**config.mk**
```make
export PLATFORM = sky130hd
export DESIGN_NAME = mm3_fifo
export DESIGN_NICKNAME = d
export VERILOG_FILES = /design/src/rtl/core/mm3_pkg.sv /design/src/rtl/core/mm3_fifo.sv
export SDC_FILE = /design/constraint.sdc
export NUM_CORES = 1
export LEC_CHECK = 0
export ABC_AREA = 1
export BUFFER_PORTS_ARGS = -buffer_cell sky130_fd_sc_hd__clkbuf_2
export CAP_MARGIN = 20
export CELL_PAD_IN_SITES_DETAIL_PLACEMENT = 1
export CELL_PAD_IN_SITES_GLOBAL_PLACEMENT = 2
export CORE_AREA = 2 2 173 175
export CTS_CLUSTER_DIAMETER = 60
export CTS_CLUSTER_SIZE = 20
export DETAILED_ROUTE_END_ITERATION = 6
export DIE_AREA = 0 0 175 177
export PLACE_DENSITY = 0.76
export SLEW_MARGIN = 20
export SYNTH_ARGS = -nofsm -noshare
export SYNTH_HDL_FRONTEND = slang
export SYNTH_SLANG_ARGS = --single-unit
```
**constraint.sdc**
```tcl
create_clock -name clk_i -period 15.5 [get_ports clk_i]
set_input_delay 0 -clock clk_i [delete_from_list [all_inputs] [get_ports clk_i]]
set_output_delay 0 -clock clk_i [all_outputs]
set_load 0.01 [all_outputs]
```
**src/rtl/core/mm3_pkg.sv**
```systemverilog
// Shared constants and types for the MurmurHash3 x64 128-bit streaming hash.
// Used by every module of the block; depends on nothing.
package mm3_pkg;

  localparam int unsigned DEF_LENGTH_WIDTH = 64;
  localparam int unsigned DEF_FIFO_DEPTH   = 2;

  localparam int unsigned BLOCK_BYTES  = 16;
  localparam int unsigned COUNT_WIDTH  = 5;
  localparam int unsigned TDATA_IN_W   = 136;
  localparam int unsigned TDATA_OUT_W  = 128;

  localparam logic [63:0] MIX_C1       = 64'h87c37b91114253d5;
  localparam logic [63:0] MIX_C2       = 64'h4cf5ad432745937f;
  localparam logic [63:0] LANE_ADD_ONE = 64'h0000000052dce729;
  localparam logic [63:0] LANE_ADD_TWO = 64'h0000000038495ab5;
  localparam logic [63:0] FIN_M1       = 64'hff51afd7ed558ccd;
  localparam logic [63:0] FIN_M2       = 64'hc4ceb9fe1a85ec53;

  typedef enum logic {
    BLK_FULL = 1'b0,
    BLK_TAIL = 1'b1
  } blk_kind_e;

  typedef struct packed {
    logic [63:0]            lo;
    logic [63:0]            hi;
    logic [COUNT_WIDTH-1:0] cnt;
    logic                   last;
    blk_kind_e              kind;
  } blk_t;

  typedef struct packed {
    logic        start;
    logic [63:0] a;
    logic [63:0] b;
  } mul_req_t;

  typedef struct packed {
    logic        done;
    logic [63:0] p;
  } mul_rsp_t;

endpackage

```
**src/rtl/core/mm3_fifo.sv**
```systemverilog
// Short block queue between front and back end.
// Register based, DEPTH of at least two. Depends on mm3_pkg.
module mm3_fifo #(
  parameter int unsigned DEPTH = mm3_pkg::DEF_FIFO_DEPTH
) (
  input  logic          clk_i,
  input  logic          rst_ni,
  input  logic          push_i,
  input  mm3_pkg::blk_t din_i,
  output logic          full_o,
  input  logic          pop_i,
  output mm3_pkg::blk_t dout_o,
  output logic          valid_o
);
  import mm3_pkg::*;

  localparam int unsigned PTR_W = $clog2(DEPTH);
  localparam int unsigned CNT_W = $clog2(DEPTH + 1);

  blk_t             mem_q [DEPTH];
  logic [PTR_W-1:0] wr_q, wr_d, rd_q, rd_d;
  logic [CNT_W-1:0] cnt_q, cnt_d;
  logic             do_push, do_pop;

  assign full_o  = (cnt_q == CNT_W'(DEPTH));
  assign valid_o = (cnt_q != '0);
  assign do_push = push_i && !full_o;
  assign do_pop  = pop_i && valid_o;
  assign dout_o  = mem_q[rd_q];

  always_comb begin
    wr_d  = wr_q;
    rd_d  = rd_q;
    cnt_d = cnt_q;
    if (do_push) begin
      wr_d = (wr_q == PTR_W'(DEPTH - 1)) ? '0 : wr_q + PTR_W'(1);
    end
    if (do_pop) begin
      rd_d = (rd_q == PTR_W'(DEPTH - 1)) ? '0 : rd_q + PTR_W'(1);
    end
    if (do_push && !do_pop) begin
      cnt_d = cnt_q + CNT_W'(1);
    end else if (do_pop && !do_push) begin
      cnt_d = cnt_q - CNT_W'(1);
    end
  end

  always_ff @(posedge clk_i or negedge rst_ni) begin
    if (!rst_ni) begin
      wr_q  <= '0;
      rd_q  <= '0;
      cnt_q <= '0;
    end else begin
      wr_q  <= wr_d;
      rd_q  <= rd_d;
      cnt_q <= cnt_d;
    end
  end

  always_ff @(posedge clk_i) begin
    if (do_push) begin
      mem_q[wr_q] <= din_i;
    end
  end

endmodule

```
==> metrics.txt <==
status completed; root buffer cell clkbuf_16; Sink Count 274; Synth cell types 15; Pre-antenna DRT Iters 4; maximum VDD drop just over 0.1 mV; Worst setup SP type flip-flop; NumNets Final 1293; FP Rows 63; clock insertion delay at the later pin of the skew report ~530 ps; GPL Wtd Cong between 0.6 and 0.7; DRC 0; number of global-route vias before repair around 7400; initial core utilization 0.342; Reg clk slew, reported paths approximately 80 ps; FFs w/ async S/R, synth 0.0146; Rel. slew slack 0.294; cts repair resizes 0; Commonest cells post-synth nand2_1, edfxtp_1, buf_2, clkbuf_1, inv_1; Place WS about 13000 ps; CP endpoint kind output port; Syn Nets about 880; non-filler cells, final roughly 1600; number of synthesized flops with an enable pin 270; Final WS setup between 10000 and 15000 ps; Tightest Hold Check Type in -> reg; total of warnings raised by yosys 0; largest net degree at the start of global routing 77; postcts setup bufs 0; final antenna-violating net count 0; period utilization 0.210; vias per cell 4.44; Fill cells roughly 3100; vias around 7000; Top FF cell, synth edfxtp_1; endpoints failing setup 0; first-pass GRT wire length around 39000 um; Register Area 0.00821 sq mm; Clock Skew ~22 ps; Placed Cells about 1400; setup TNS 0 ps; fin. max-slew vios 0; Seq cells post-synth approximately 270; IO Count 276; Area Overhead vs Synth 40.1%; initial antenna violation count 0; Iter 0 DRT Violations 259; worst path arrival time about 3300 ps; leakage dissipation 6.00 nW; Area contributors post-synth edfxtp_1, nand2_1, dfrtp_1; Core Footprint between 0.02 and 0.03 sq mm; CTS Buf Count 25; die area between 0.03 and 0.04 sq mm; Least-Margin Pin Slew 1060 ps; Total GRT Usage 0.158; hold depth 2; Placement Cell Area between 0.01 and 0.015 sq mm; sequential share of the synthesized area 0.821; WL/cell between 15 and 20 um; hold buffer count at cts 139; CP Max Fanout 76; Max Clk Rate ~300 MHz; Multi-input gate area approximately 0.0016 sq mm; Die X approximately 180 um; grt total ovfl 0; Post-Syn Area roughly 0.01 sq mm; Die Height 177 um; TritonCTS clock tree built; DP Wirelength 15000 um; fin crit period approximately 3300 ps; Max Buffers Root-to-Sink 3; Syn Area/Cell roughly 14 sq um; PortBufs 275; Fin. Hold Viols 0; kind of critical path reg -> out; Cells after Synth around 740; Tot Pwr between 2 and 2.5 mW; total of max-cap violations 0; Final Routed Wirelength between 20000 and 25000 um; top-area cell type share of the netlist area 0.811; layout cells sized above 1 0.280; count leader, synth nand2_1; Register-to-Register Path Depth 6; RSZ-0062 raised after global routing false; H-tree depth 1; pwr/cell area 176 mW/mm^2; top cell type by total area after synthesis edfxtp_1; Critical Path RT 15500 ps; post-route cell area ~0.014 sq mm
layout by cell type, fill, tap and decap left out:
cell type	instances
nand2_1	416
clkbuf_2	275
edfxtp_1	270
dlygate4sd3_1	139
clkbuf_16	25
inv_1	6
clkinv_8	6
inv_6	5
buf_4	5
dfrtp_1	3
nor2_1	2
nand3_1	2
clkinv_2	2
inv_8	2
inv_12	2
clkinvlp_4	2
diode_2	1
inv_4	1
o21ai_0	1
nor2_4	1
xnor2_1	1
nand4_1	1
ha_1	1
clkinv_4	1
clkinv_1	1
dfrtp_4	1
where the power goes:
group / internal, mW / switching, mW / leakage (nW) / total, mW
Combinational: 0.249 / 0.519 / 3.03 / 0.769
Sequential: 1.01 / 0.0670 / 2.56 / 1.08
Clock: 0.317 / 0.306 / 0.408 / 0.623
metrics by stage:
step | hold WS, ps | utilization
after floorplan | -296 | -
after global placement | -181 | 0.403
after detailed placement | -178 | 0.403
after CTS | 165 | 0.479
after global routing | 174 | 0.479
final | 195 | 0.479
logic make-up after synthesis:
group,share of synthesized area
flops,0.821
compound gates,0.000500
xor+xnor,0.000876
fa+ha+maj,0.00125
buf+inv,0.0180
simple gates,0.159
registers in the layout, summed over array words and instances, names as in the netlist:
name	cells
cnt_q	2
mem_q	270
rd_q	1
wr_q	1
routing by layer:
layer / track usage / share of wire / vias up
met2: 0.276 / 0.49 / 212
met4: 0.0316 / 0.013 / 0
met1: 0.193 / 0.41 / 3382
li1: - / - / 3319
met3: 0.0524 / 0.078 / 23
met5: 0 / 0 / -
critical path, stage by stage, from the launching register on:
cell	delay [ps]
dfrtp_4	760
inv_4	650
buf_4	770
nand2_1	140
nand2_1	110
clkbuf_2	140
final timing paths:
path / start / end / slack [ps]
max in group asynchronous: rst_ni / rd_q / 14890
min in group asynchronous: rst_ni / cnt_q[0] / 390
worst max register to register: cnt_q[1] / mem_q[0][95] / 12710
worst min register to register: cnt_q[1] / cnt_q[1] / 490
worst max-delay path: rd_q / dout_o[69] / 12250
worst min-delay path: din_i[82] / mem_q[0][82] / 190
area by class of cell:
class | count | area share
sequential | 274 | 0.586
timing repair buffer | 419 | 0.200
clock inverter | 20 | 0.0161
clock buffer | 25 | 0.0446
antenna | 1 | 0.000179
multi-input combinational | 425 | 0.116
inverter | 8 | 0.00268
tap | 390 | 0.0348
Note: power is estimated with default switching activity, not from simulation.
