`src/rtl/core/mm3_pkg.sv`:
```
// Shared constants and types for the MurmurHash3 x64 128-bit streaming hash.
// Used by every module of the block; depends on nothing.
package mm3_pkg;

  localparam int unsigned DEF_LENGTH_WIDTH = 64;
  localparam int unsigned DEF_FIFO_DEPTH   = 2;

  localparam int unsigned BLOCK_BYTES  = 16;
  localparam int unsigned COUNT_WIDTH  = 5;
  localparam int unsigned TDATA_IN_W   = 136;
  localparam int unsigned TDATA_OUT_W  = 128;

  localparam logic [63:0] MIX_C1       = 64'h87c37b91114253d5;
  localparam logic [63:0] MIX_C2       = 64'h4cf5ad432745937f;
  localparam logic [63:0] LANE_ADD_ONE = 64'h0000000052dce729;
  localparam logic [63:0] LANE_ADD_TWO = 64'h0000000038495ab5;
  localparam logic [63:0] FIN_M1       = 64'hff51afd7ed558ccd;
  localparam logic [63:0] FIN_M2       = 64'hc4ceb9fe1a85ec53;

  typedef enum logic {
    BLK_FULL = 1'b0,
    BLK_TAIL = 1'b1
  } blk_kind_e;

  typedef struct packed {
    logic [63:0]            lo;
    logic [63:0]            hi;
    logic [COUNT_WIDTH-1:0] cnt;
    logic                   last;
    blk_kind_e              kind;
  } blk_t;

  typedef struct packed {
    logic        start;
    logic [63:0] a;
    logic [63:0] b;
  } mul_req_t;

  typedef struct packed {
    logic        done;
    logic [63:0] p;
  } mul_rsp_t;

endpackage

```
`src/rtl/core/mm3_mul.sv`:
```
// Shared 64x64 multiplier, low 64 bits of the product, on one 32x32 multiplier.
// Three partial products, summed one after another. Depends on mm3_pkg.
module mm3_mul (
  input  logic              clk_i,
  input  logic              rst_ni,
  input  mm3_pkg::mul_req_t req_i,
  output mm3_pkg::mul_rsp_t rsp_o
);
  import mm3_pkg::*;

  localparam logic [2:0] STEP_LAST = 3'd4;

  logic [63:0] a_q, a_d, b_q, b_d;
  logic [63:0] pp_q, pp_d, acc_q, acc_d;
  logic [2:0]  cnt_q, cnt_d;
  logic        busy_q, busy_d;
  logic [31:0] x, y;
  logic        done;

  assign done = busy_q && (cnt_q == STEP_LAST);

  always_comb begin
    case (cnt_q)
      3'd0: begin
        x = a_q[31:0];
        y = b_q[31:0];
      end
      3'd1: begin
        x = a_q[31:0];
        y = b_q[63:32];
      end
      default: begin
        x = a_q[63:32];
        y = b_q[31:0];
      end
    endcase
    pp_d = {32'b0, x} * {32'b0, y};

    case (cnt_q)
      3'd1:    acc_d = pp_q;
      3'd2:    acc_d = acc_q + {pp_q[31:0], 32'b0};
      3'd3:    acc_d = acc_q + {pp_q[31:0], 32'b0};
      default: acc_d = acc_q;
    endcase

    a_d    = a_q;
    b_d    = b_q;
    cnt_d  = cnt_q;
    busy_d = busy_q;
    if (req_i.start) begin
      a_d    = req_i.a;
      b_d    = req_i.b;
      cnt_d  = '0;
      busy_d = 1'b1;
    end else if (busy_q) begin
      if (done) begin
        busy_d = 1'b0;
      end else begin
        cnt_d = cnt_q + 3'd1;
      end
    end
  end

  always_ff @(posedge clk_i or negedge rst_ni) begin
    if (!rst_ni) begin
      cnt_q  <= '0;
      busy_q <= 1'b0;
    end else begin
      cnt_q  <= cnt_d;
      busy_q <= busy_d;
    end
  end

  always_ff @(posedge clk_i) begin
    a_q   <= a_d;
    b_q   <= b_d;
    pp_q  <= pp_d;
    acc_q <= acc_d;
  end

  assign rsp_o.done = done;
  assign rsp_o.p    = acc_q;

endmodule

```
`config.mk`:
```
export PLATFORM = sky130hd
export DESIGN_NAME = mm3_mul
export DESIGN_NICKNAME = d
export VERILOG_FILES = /design/src/rtl/core/mm3_pkg.sv /design/src/rtl/core/mm3_mul.sv
export SDC_FILE = /design/constraint.sdc
export NUM_CORES = 2
export LEC_CHECK = 0
export ABC_AREA = 1
export BUFFER_PORTS_ARGS = -buffer_cell sky130_fd_sc_hd__buf_2
export CORE_ASPECT_RATIO = 0.75
export CORE_MARGIN = 3
export CORE_UTILIZATION = 40
export CTS_CLUSTER_SIZE = 12
export DETAILED_ROUTE_END_ITERATION = 10
export HOLD_SLACK_MARGIN = 0.08
export PLACE_DENSITY_LB_ADDON = 0.2
export SYNTH_ARGS = -nofsm -noshare
export SYNTH_HDL_FRONTEND = slang
export SYNTH_SLANG_ARGS = --single-unit
export TNS_END_PERCENT = 1
```
`constraint.sdc`:
```
create_clock -name clk_i -period 7.85 [get_ports clk_i]
set_clock_uncertainty 0.1 [all_clocks]
set_input_delay 1.57 -clock clk_i [delete_from_list [all_inputs] [get_ports clk_i]]
set_output_delay 1.57 -clock clk_i [all_outputs]
set_load 0.02 [all_outputs]
```
==> impl_metrics.ini <==
[cts]
cts_root_buf = clkbuf_16
ctsHtreeMaxLevel = 1
path_clk_slew_ns = 0.06
numCtsBuffers = 29
cts_max_path_buffers = 3
tritoncts = yes
insertion_delay_ns = 0.61
clock_sinks = 260

[outcome]
status = complete, no violations

[timing]
drv_slew = 0
finalCritPeriodShare = 0.999
worst_pin_slew_ns = 1.06
relSlewSlack = 0.292
setup-violations-final = 0
period_needed_ns = 7.84
timing.fmax_mhz = 128
hold_viol = 0
rsz0062_at_grt = true

[floorplan]
die_h_um = 297
die_w_um = 394
fp.coreArea_sq_um = 112000
num_io_pins = 196
die_area_sq_um = 117000
row_count = 106
start_util = 0.404

[final_layout]
n_antenna_cell = 0
syn_to_final_growth_pct = 18.9
final_util = 0.480
drive_gt1_frac = 0.168
nets = 7266

[yosys]
synth_area_sq_um = 45100
synth_edf_count = 192
async_flop_share = 0.0154
ys_seq_area_frac = 0.158
synth_fp_nets = 6771
synth_cell_type_count = 38
yosys.area.top_type = fa_1
syn_inst = 5444
yosys-top-cells-count = nand2_1 (1323), inv_1 (1312), fa_1 (897)
synthFlopType = edfxtp_1
postSynthAreaPerCell_sq_um = 8.29
ys.warnings.count = 0
yosysTopAreaCellShare = 0.398
synth_area_leaders = fa_1 (40%), edfxtp_1 (13%), nand2_1 (11%), inv_1 (11%), ha_1 (8.3%)
yosysMostFrequentCell = nand2_1
ys_seq_elements = 260

[setup_path]
rrSetupSlack_ns = 0.01
crit_slowest_cell = fa_1
cp.arrival_ns = 8.25
cp_common_cell = fa_1
crit_type = reg -> reg
r2r_start = cnt_q[0]$_DFFE_PN0P_
r2r-end = pp_q[29]$_DFF_P_
worstPathRequired_ns = 8.26
cp_slowest_stage_delay_ns = 0.55
worstSetupEndpointType = register
cp-start-kind = register
r2r_cells = 34
path_max_fanout = 10

[grt]
grt-ovfl-total = 0
grt_use_total = 0.270
grt_max_degree = 67
grt_pass1_wl_um = 236000
antenna_found_initial = 5
grt_pass1_vias = 36900

[detailed_routing]
drtAntennaViolNets = 0
initialDrtViolationCount = 3261
routedWlPerCell_um = 21.3
first_pass_iters = 6
drt_drc_violations_left = 0
routed-via-count = 36700
vias_per_cell = 4.92
wirelength_um = 159000

[worst_hold_path]
min_from = pp_q[55]$_DFF_P_
min_path_cells = 2
hold_path_end = acc_q[55]$_DFFE_PP_
hp-class = reg -> reg

[placed_design]
port_buffers = 195
gp_congestion = 0.980
hpwl_um = 134000

[job]
maxCapViolCount = 0
area by class of cell:
type / instances / area, sq um
sequential: 260 / 7150
clock buffer: 45 / 880
tap: 1512 / 1890
multi-input combinational: 3655 / 33000
clock inverter: 8 / 92.6
inverter: 1351 / 5120
fill: 11100 / 58000
timing repair buffer: 642 / 5500
metal layers:
| metal | GRT usage | share of wire | routed length [um] | vias up |
|---|---|---|---|---|
| met5 | 0 | 0 | 0 | - |
| met4 | 0.0699 | 0.031 | 4860 | 0 |
| met3 | 0.0598 | 0.10 | 16400 | 205 |
| met2 | 0.387 | 0.41 | 65300 | 1503 |
| met1 | 0.410 | 0.46 | 72300 | 18300 |
| li1 | - | - | - | 16700 |
logic make-up after synthesis:
family / count (synthesis) / share of synthesized area
simple gates: 2246 / 0.194
flops: 260 / 0.158
fa+ha+maj: 1196 / 0.481
compound gates: 163 / 0.0240
xor+xnor: 50 / 0.00970
buf+inv: 1529 / 0.133
worst max-delay path by stage:
stage | from | to | slack [ns] | cells after the start
after global placement | cnt_q[0]$_DFFE_PN0P_ | pp_q[29]$_DFF_P_ | -0.33 | 31
after floorplan | cnt_q[0]$_DFFE_PN0P_ | pp_q[41]$_DFF_P_ | 0.62 | 34
final | cnt_q[0]$_DFFE_PN0P_ | pp_q[29]$_DFF_P_ | 0.01 | 34
after detailed placement | cnt_q[1]$_DFFE_PN0P_ | pp_q[55]$_DFF_P_ | -0.32 | 26
after global routing | cnt_q[0]$_DFFE_PN0P_ | pp_q[63]$_DFF_P_ | -0.18 | 32
after CTS | cnt_q[0]$_DFFE_PN0P_ | pp_q[59]$_DFF_P_ | -0.04 | 37
worst max-delay path, delay by kind of cell (launching register included):
family,cells,cell delay [ns]
AOI/OAI and AO/OA,3,0.24
xor gates and xnor gates,1,0.21
adders and majority gates,10,4.57
buffers and inverters,12,1.22
DFF,1,0.40
and+or+nand+nor,8,0.95
timing repair:
action	CTS	global route
pin swaps	4	68
setup buffers	5	37
setup endpoints to repair	40	46
resized for setup	74	207
hold buffers	0	0
cloned	1	4
registers in the layout, summed over array words and instances (netlist names):
register,cells
a_q,64
acc_q,64
b_q,64
pp_q,64
cnt_q,3
busy_q,1
per-stage QoR:
stage          area (sq um)  std cells  hold slack (ns)  setup TNS, ns  setup slack, ns
6_report              53600       7473            0.402              0           0.0117
5_1_grt               53600       7473            0.432          -4.28           -0.184
4_1_cts               52400       7432            0.406         -0.144          -0.0441
3_5_place_dp          50900       7373            0.392          -4.30           -0.318
3_3_place_gp          50900       7373            0.388          -3.43           -0.334
2_1_floorplan         45100       5444            0.378              0            0.617
placed cells by master (no fill, tap or decap), drive strengths merged:
cell,instances
a21oi,60
a31oi,1
and2,1
and3,1
buf,638
bufinv,2
clkbuf,49
clkinv,10
clkinvlp,4
dfrtp,4
dfxtp,64
edfxtp,192
fa,897
ha,299
inv,1343
nand2,1324
nand3,94
nand3b,7
nand4,17
nor2,744
nor3,21
nor4,3
o211ai,1
o21ai,86
o21bai,14
o22ai,1
or2,34
xnor2,17
xor2,33
Power is not shown: default switching activity piles up to over one toggle a cycle in this logic, so the estimate is an artifact.
