**src/rtl/core/mm3_pkg.sv**
```systemverilog
// Shared constants and types for the MurmurHash3 x64 128-bit streaming hash.
// Used by every module of the block; depends on nothing.
package mm3_pkg;

  localparam int unsigned DEF_LENGTH_WIDTH = 64;
  localparam int unsigned DEF_FIFO_DEPTH   = 2;

  localparam int unsigned BLOCK_BYTES  = 16;
  localparam int unsigned COUNT_WIDTH  = 5;
  localparam int unsigned TDATA_IN_W   = 136;
  localparam int unsigned TDATA_OUT_W  = 128;

  localparam logic [63:0] MIX_C1       = 64'h87c37b91114253d5;
  localparam logic [63:0] MIX_C2       = 64'h4cf5ad432745937f;
  localparam logic [63:0] LANE_ADD_ONE = 64'h0000000052dce729;
  localparam logic [63:0] LANE_ADD_TWO = 64'h0000000038495ab5;
  localparam logic [63:0] FIN_M1       = 64'hff51afd7ed558ccd;
  localparam logic [63:0] FIN_M2       = 64'hc4ceb9fe1a85ec53;

  typedef enum logic {
    BLK_FULL = 1'b0,
    BLK_TAIL = 1'b1
  } blk_kind_e;

  typedef struct packed {
    logic [63:0]            lo;
    logic [63:0]            hi;
    logic [COUNT_WIDTH-1:0] cnt;
    logic                   last;
    blk_kind_e              kind;
  } blk_t;

  typedef struct packed {
    logic        start;
    logic [63:0] a;
    logic [63:0] b;
  } mul_req_t;

  typedef struct packed {
    logic        done;
    logic [63:0] p;
  } mul_rsp_t;

endpackage

```
**src/rtl/core/mm3_front.sv**
```systemverilog
// Front end: takes input beats, saturates the byte count, masks invalid bytes
// and tags each block as full or tail. Depends on mm3_pkg.
module mm3_front (
  input  logic                               s_axis_tvalid,
  output logic                               s_axis_tready,
  // [63:0] block_low, [127:64] block_high, [132:128] byte_count, [135:133] zero
  input  logic [mm3_pkg::TDATA_IN_W-1:0]     s_axis_tdata,
  input  logic                               s_axis_tlast,
  input  logic                               full_i,
  output logic                               push_o,
  output mm3_pkg::blk_t                      blk_o
);
  import mm3_pkg::*;

  localparam logic [COUNT_WIDTH-1:0] FULL_CNT = COUNT_WIDTH'(BLOCK_BYTES);

  logic [COUNT_WIDTH-1:0] cnt_raw, cnt_sat, cnt_eff;
  logic [63:0]            lo, hi, lo_m, hi_m;

  assign lo      = s_axis_tdata[63:0];
  assign hi      = s_axis_tdata[127:64];
  assign cnt_raw = s_axis_tdata[132:128];
  assign cnt_sat = (cnt_raw > FULL_CNT) ? FULL_CNT : cnt_raw;
  assign cnt_eff = s_axis_tlast ? cnt_sat : FULL_CNT;

  always_comb begin
    for (int i = 0; i < 8; i++) begin
      lo_m[8*i +: 8] = (cnt_eff > COUNT_WIDTH'(i))     ? lo[8*i +: 8] : 8'h00;
      hi_m[8*i +: 8] = (cnt_eff > COUNT_WIDTH'(i + 8)) ? hi[8*i +: 8] : 8'h00;
    end
  end

  assign blk_o.lo   = lo_m;
  assign blk_o.hi   = hi_m;
  assign blk_o.cnt  = cnt_eff;
  assign blk_o.last = s_axis_tlast;
  assign blk_o.kind = (cnt_eff == FULL_CNT) ? BLK_FULL : BLK_TAIL;

  assign s_axis_tready = !full_i;
  assign push_o        = s_axis_tvalid && !full_i;

endmodule

```
**config.mk**
```make
export PLATFORM = sky130hd
export DESIGN_NAME = mm3_front
export DESIGN_NICKNAME = d
export VERILOG_FILES = /design/src/rtl/core/mm3_pkg.sv /design/src/rtl/core/mm3_front.sv
export SDC_FILE = /design/constraint.sdc
export NUM_CORES = 1
export LEC_CHECK = 0
export BUFFER_PORTS_ARGS = -buffer_cell sky130_fd_sc_hd__buf_2
export CAP_MARGIN = 20
export CELL_PAD_IN_SITES_DETAIL_PLACEMENT = 1
export CELL_PAD_IN_SITES_GLOBAL_PLACEMENT = 1
export CORE_ASPECT_RATIO = 1.4
export CORE_MARGIN = 2
export CORE_UTILIZATION = 11
export DETAILED_ROUTE_END_ITERATION = 10
export GPL_ROUTABILITY_DRIVEN = 1
export PLACE_DENSITY = 0.87
export SYNTH_ARGS = -nofsm -noshare
export SYNTH_HDL_FRONTEND = slang
export SYNTH_SLANG_ARGS = --single-unit
```
**constraint.sdc**
```tcl
create_clock -name vclk -period 1.1
set_clock_uncertainty 0.05 [all_clocks]
set_input_delay 0.165 -clock vclk [all_inputs]
set_output_delay 0.165 -clock vclk [all_outputs]
set_load 0.02 [all_outputs]
```
==> flow_summary_export.csv, run 1 <==
group,metric,value,unit
worst_setup_path,crit_required,0.88,ns
pwr,p_sw,0.00110,W
floorplanning,rows,46,
detailed_routing,vias,2646,
floorplanning,die_h,130,µm
worst_setup_path,crit_arrival,1.13,ns
pwr,internal_power,0.00117,W
pwr,powerDensity,496,nW/µm²
layout,layout.cells.non_filler,618,
pwr,p_clk_share,0,%
yosys,synth.largest_area_cell,"a21boi_0",
worst_setup_path,worstPathMaxFanout,4,
floorplanning,die_width,94.0,µm
detailed_routing,routed_via_density,4.28,
pwr,p_comb_share,100.0,%
sta,finalMaxSlewViolations,0,
sta,fin_tns_setup,-24.32,ns
floorplanning,num_io_pins,276,
layout,final_nets,615,
worst_setup_path,worstSetupPathType,"input pin to output pin",
floorplanning,initial_utilization,11.2,%
detailed_routing,avgRoutedWirePerCell,17.9,µm
sta,clock.fmax,746,MHz
detailed_routing,antenna_left,0,
sta,fin_ws,-0.241,ns
pwr,pwr-share-seq,0,%
yosys,yosysSeqAreaShare,0,%
layout,layout_common_cells,"163 x buf_2, 87 x buf_6, 44 x a21boi_2",
global_routing,antenna_found_initial,0,
placement,dp.cells,606,
global_routing,grt_max_degree,33,
yosys,ys_top_cells_by_area,"a21boi_0 55%, nor2b_1 12%, a31oi_1 4.0%, buf_6 3.6%, inv_1 3.3%",
detailed_routing,drt_iter0_drc,36,
yosys,syn_nets,318,
detailed_routing,dr.pass1.iters,4,
yosys,synthCells,179,
sta,hold_viol,0,
pwr,p_leak,2.33,nW
placement,dp_hpwl,7790,µm
worst_setup_path,crit_buf_inv,3,
sta,slew_headroom,79.1,%
run,cap_violations,0,
worst_setup_path,cp-start-kind,"input pin",
yosys,synth.cell_area,1250,µm²
worst_setup_path,max_stage_delay,0.31,ns
floorplanning,core-area,11200,µm²
worst_setup_path,crit_path_end_kind,"output pin",
layout,n_antenna_cell,0,
yosys,syn_area_per_cell,6.96,µm²
layout,seq_area,0,µm²
placement,gp_congestion,0.771,
pwr,peakVddDrop,0.000151,V
sta,worstMarginPinSlew,0.313,ns
yosys,synth.top_cell.area_share,55.4,%
sta,finalCritPeriodShare,122,%
global_routing,grt_pass1_vias,2542,
status,status,"complete, but fails checks",
layout,seq_cells,0,
status,violations,"negative setup slack",
global_routing,grt_pass1_wl,13300,µm
floorplanning,die_area,12200,µm²
placement,dpl_worst_slack,-0.370,ns
worst_hold_path,worstHoldPathType,"input pin to output pin",
yosys,yosysWarnings,0,
layout,area_growth_syn_to_layout,268,%
sta,rsz0062_at_grt,"true",
cts,hold_buffers,0,
worst_setup_path,cpLargestDelayFamily,"simple AND/OR/NAND/NOR gates",
worst_setup_path,cp_cell_sequence,"buf_8 > nor4b_4 > buf_4 > and2b_2 > buf_6",
pwr,p_sw_share,48.4,%
pwr,total_power,0.00227,W
layout,final_common_cell,"buf_2",
layout,drive_above_1_share,87.3,%
layout,nClkBuffers,0,
detailed_routing,drcViolationCount,0,
sta,period_minus_slack,1.34,ns
yosys,synth_cell_type_count,21,
sta,setup_viol,134,
placement,port_buffers,273,
detailed_routing,routed_wl,11100,µm
global_routing,track_usage,13.6,%
worst_setup_path,cp_slowest_cell,"nor4b_4",
global_routing,grt_overflow,0,
-- cells in the mapped netlist --
master,number
a21boi_0,92
nor2b_1,24
inv_1,11
a31oi_1,8
buf_2,8
clkbuf_1,5
a21boi_1,4
and2_1,4
buf_6,4
buf_4,3
nand2_1,3
nand3_1,3
and2b_1,2
nand4_2,1
nor2_1,1
nor3b_2,1
nor4b_4,1
o211ai_1,1
o21ai_0,1
o21ai_1,1
o31ai_4,1
-- layout make-up --
type | instances | area [µm²]
fillers | 1255 | 6590
multi-input cells | 148 | 1710
repair buffers | 315 | 2650
well taps | 144 | 180
inverters | 11 | 43.8
-- final timing paths --
check | from | to | slack [ns] | cells after the start
min | s_axis_tlast | blk_o[1] | 0.53 | 2
max | s_axis_tdata[131] | blk_o[100] | -0.24 | 5
-- stage by stage --
stage | instance area [µm²] | utilization (%) | hold slack [ns]
6_report | 4580 | 41.0 | 0.530
5_1_grt | 4580 | 41.0 | 0.548
4_1_cts | 3790 | 33.9 | 0.531
3_5_place_dp | 3210 | 28.8 | 0.543
3_3_place_gp | 3210 | 28.8 | 0.539
2_1_floorplan | 1500 | - | 0.357
-- power by group through the flow --
stage               registers (W)  clock network, W  logic, W
finish                          0                 0   0.00227
global route                    0                 0   0.00239
CTS                             0                 0   0.00189
detailed placement              0                 0   0.00161
global placement                0                 0   0.00158
floorplan                       0                 0  0.000898
-- cells by family (layout without fill, tap and decap cells) --
kind of cell,Yosys count,after routing,share of synthesized area (%)
AO/OA/AOI/OAI,108,108,65.0
AND/OR/NAND/NOR,40,40,21.6
buffers and inverters,31,326,13.5
-- layer usage --
| layer | GRT usage [%] | vias to the layer above | share of wire [%] |
|---|---|---|---|
| met5 | 0 | - | 0 |
| met1 | 14.2 | 1219 | 33 |
| met2 | 28.2 | 185 | 57 |
| met4 | 1.19 | 0 | 1.3 |
| met3 | 3.00 | 12 | 8.6 |
| li1 | - | 1230 | - |
-- what timing repair did --
item | CTS | global route
hold endpoints to repair | 0 | 0
gates resized for setup | 146 | 169
buffers inserted | 2 | 3
gates cloned | 3 | 4
pin swaps | 12 | 14
setup endpoints to repair | 134 | 134
No activity file was read; power rests on OpenSTA's default activity.
==> run 2, diff against run 1 <==
- CORE_AREA: default -> 2 2 107 109
- CORE_ASPECT_RATIO: 1.4 -> default
- CORE_MARGIN: 2 -> default
- CORE_UTILIZATION: 11 -> default
- DIE_AREA: default -> 0 0 109 111
- PLACE_DENSITY: 0.87 -> 0.86
- clock period: 1.1 -> 1.3 ns (I/O delays scaled with it)
==> flow_summary_export.csv, run 2 (synthesized netlist as in run 1, its figures left out) <==
group,metric,value,unit
status,status,"complete, but fails checks",
status,violations,"negative setup slack",
pwr,powerDensity,412,nW/µm²
layout,seq_cells,0,
sta,finalMaxSlewViolations,0,
floorplanning,die_area,12100,µm²
layout,seq_area,0,µm²
sta,clock.fmax,687,MHz
sta,hold_viol,0,
global_routing,grt_pass1_vias,2499,
floorplanning,num_io_pins,276,
layout,multi_input_area,1510,µm²
placement,gp_congestion,0.796,
layout,final_common_cell,"buf_2",
sta,finalCritPeriodShare,112,%
worst_setup_path,crit_arrival,1.21,ns
sta,hold_ws,0.598,ns
worst_setup_path,cp-startpoint,"s_axis_tdata[130]",
layout,nClkBuffers,0,
worst_setup_path,crit_required,1.05,ns
layout,drive_above_1_share,84.6,%
detailed_routing,routed_wl,10300,µm
global_routing,grt_overflow,0,
detailed_routing,antenna_left,0,
layout,nFillCells,1311,
worst_setup_path,cp-start-kind,"input pin",
worst_hold_path,worstHoldStart,"full_i",
placement,dp_hpwl,7090,µm
worst_setup_path,worstSetupPathType,"input pin to output pin",
sta,worstMarginPinSlew,0.405,ns
floorplanning,die_h,111,µm
layout,area_growth_syn_to_layout,240,%
sta,rsz0062_at_grt,"true",
placement,dp.cells,595,
floorplanning,initial_utilization,11.3,%
pwr,peakVddDrop,0.000155,V
sta,slew_headroom,72.9,%
worst_hold_path,worstHoldPathType,"input pin to output pin",
cts,hold_buffers,0,
worst_setup_path,crit_path_end_kind,"output pin",
floorplanning,core-area,11100,µm²
layout,final_nets,616,
global_routing,grt_max_degree,33,
global_routing,track_usage,13.5,%
detailed_routing,vias,2540,
pwr,total_power,0.00174,W
sta,fin_ws,-0.156,ns
global_routing,grt_pass1_wl,13200,µm
detailed_routing,drt_iter0_drc,73,
detailed_routing,avgRoutedWirePerCell,16.6,µm
floorplanning,die_width,109,µm
detailed_routing,dr.pass1.iters,4,
placement,port_buffers,273,
run,cap_violations,0,
layout,layout.cells.non_filler,618,
layout,n_antenna_cell,0,
worst_setup_path,worstPathMaxFanout,8,
detailed_routing,routed_via_density,4.11,
sta,fin_tns_setup,-4.96,ns
layout,layout_common_cells,"170 x buf_2, 62 x buf_6, 60 x buf_4",
detailed_routing,drcViolationCount,0,
pwr,p_leak,2.15,nW
floorplanning,rows,39,
sta,period_minus_slack,1.46,ns
global_routing,antenna_found_initial,0,
sta,setup_viol,93,
[run 2: where the power goes]
group	internal (W)	leakage, nW	switching, W	total [W]
registers	0	0	0	0
logic	0.000883	2.15	0.000862	0.00174
clock network	0	0	0	0
total	0.000883	2.15	0.000862	0.00174
[run 2: layer usage]
layer | wire (µm) | GRT usage (%)
met1 | 3680 | 15.3
met2 | 5930 | 27.3
met3 | 647 | 1.70
met4 | 22 | 0.513
met5 | 0 | 0
[run 2: critical path: stages]
cell	delay [ns]
buf_12	0.10
nor4b_4	0.27
buf_6	0.18
buf_12	0.14
and2b_1	0.18
buf_6	0.13
[run 2: final timing paths]
| kind | end | slack, ns | cells past startpoint |
|---|---|---|---|
| worst max-delay path | blk_o[100] | -0.16 | 6 |
| worst min-delay path | s_axis_tready | 0.60 | 3 |
[run 2: area by class of cell]
cell class	count	area share [%]
repair buffers	316	59.3
multi-input cells	148	35.5
well taps	143	4.22
inverters	11	0.975
[run 2: repair_timing]
item / 4_1_cts / 5_1_grt
endpoints found under the setup margin: 116 / 116
pin swaps: 25 / 21
gates resized for setup: 120 / 171
setup buffers: 3 / 14
cloned: 6 / 4
[run 2: metrics by stage]
stage	util (%)	worst slack, ns	instance area (µm²)
2_1_floorplan	-	-0.0925	1250
3_3_place_gp	26.5	-0.257	2940
3_5_place_dp	26.5	-0.284	2940
4_1_cts	31.6	-0.156	3500
5_1_grt	38.2	-0.204	4240
6_report	38.2	-0.156	4240
==> run 3, diff against run 2 <==
- BUFFER_PORTS_ARGS: -buffer_cell sky130_fd_sc_hd__buf_2 -> default
- DONT_BUFFER_PORTS: default -> 1
- PLACE_DENSITY: 0.86 -> 0.45
==> flow_summary_export.csv, run 3 (synthesized netlist as in run 1, its figures left out) <==
group,metric,value,unit
detailed_routing,antenna_left,0,
layout,layout.cells.non_filler,415,
sta,rsz0062_at_grt,"false",
sta,setup_viol,0,
layout,seq_cells,0,
detailed_routing,routed_wl,7030,µm
layout,final_nets,412,
layout,final_area,2200,µm²
placement,port_buffers,0,
sta,period_minus_slack,1.26,ns
cts,hold_buffers,0,
pwr,powerDensity,467,nW/µm²
sta,slew_headroom,64.9,%
run,cap_violations,0,
worst_setup_path,crit_path_end_kind,"output pin",
worst_hold_path,worstHoldPathType,"input pin to output pin",
floorplanning,die_h,111,µm
sta,finalMaxSlewViolations,0,
global_routing,grt_pass1_wl,9590,µm
worst_setup_path,worstPathMaxFanout,16,
floorplanning,num_io_pins,276,
pwr,peakVddDrop,0.000151,V
detailed_routing,dr.pass1.iters,4,
placement,dp_hpwl,5930,µm
sta,finalCritPeriodShare,96.6,%
placement,dp.cells,412,
detailed_routing,avgRoutedWirePerCell,16.9,µm
worst_setup_path,crit_required,1.05,ns
sta,hold_viol,0,
worst_setup_path,worstSetupPathType,"input pin to output pin",
global_routing,grt_overflow,0,
detailed_routing,drcViolationCount,0,
layout,utilization,19.9,%
layout,layout_common_cells,"108 x buf_4, 70 x a21boi_1, 26 x a21boi_0",
detailed_routing,routed_via_density,4.27,
sta,worstMarginPinSlew,0.524,ns
floorplanning,rows,39,
placement,placed_area,2170,µm²
floorplanning,die_width,109,µm
floorplanning,die_area,12100,µm²
layout,final_common_cell,"buf_4",
global_routing,grt_pass1_vias,1665,
layout,nClkBuffers,0,
detailed_routing,drt_iter0_drc,23,
global_routing,track_usage,10.0,%
worst_setup_path,crit_arrival,1.01,ns
floorplanning,initial_utilization,11.3,%
pwr,p_leak,1.03,nW
detailed_routing,vias,1771,
layout,drive_above_1_share,43.2,%
global_routing,grt_max_degree,39,
layout,seq_area,0,µm²
placement,gp_congestion,0.816,
sta,clock.fmax,797,MHz
placement,dpl_worst_slack,-0.0653,ns
floorplanning,core-area,11100,µm²
status,status,"finished clean",
global_routing,antenna_found_initial,2,
layout,area_growth_syn_to_layout,76.9,%
worst_setup_path,cp-start-kind,"input pin",
sta,fin_ws,0.0448,ns
==> run 3: power by group <==
part / total [W] / switching [W] / leakage, nW / internal [W]
logic: 0.00103 / 0.000615 / 1.03 / 0.000415
clock network: 0.000000000103 / 0 / 0.00000634 / 0.000000000103
registers: 0 / 0 / 0 / 0
==> run 3: timing repair <==
action	in CTS	in global routing
buffers inserted	0	1
setup endpoints to repair	2	3
gates cloned	0	1
pin swaps	0	1
gates resized for setup	0	2
==> run 3: area by class of cell <==
type / instances / area, µm²
Antenna cell: 1 / 2.50
Timing Repair Buffer: 112 / 896
Multi-Input combinational cell: 148 / 1090
Tap cell: 143 / 179
Fill cell: 1355 / 8870
Inverter: 11 / 41.3
==> run 3: critical path: stages <==
cell,delay [ns]
nor4b_4,0.24
buf_4,0.18
buf_12,0.14
a21boi_1,0.09
buf_4,0.18
==> run 3: metrics by stage <==
| step | setup TNS [ns] | hold WS, ns | total power, W |
|---|---|---|---|
| 6_report | 0 | 0.341 | 0.00103 |
| 4_1_cts | -0.131 | 0.341 | 0.00104 |
| 3_3_place_gp | -0.0985 | 0.341 | 0.00102 |
| 2_1_floorplan | -1.76 | 0.417 | 0.000668 |
| 3_5_place_dp | -0.130 | 0.341 | 0.00103 |
| 5_1_grt | 0 | 0.341 | 0.00109 |
==> run 3: final timing paths <==
kind	start	to	slack, ns	cells past startpoint
worst min-delay path	s_axis_tlast	blk_o[1]	0.34	0
worst max-delay path	s_axis_tdata[132]	blk_o[80]	0.04	5
==> run 3: routing by layer <==
metal  track usage (%)  up-vias  wire, µm
met5                 0        -        13
met3              2.41        4       672
met2              18.6      132      3700
met1              12.1      810      2630
li1                  -      823         -
met4             0.171        2        16
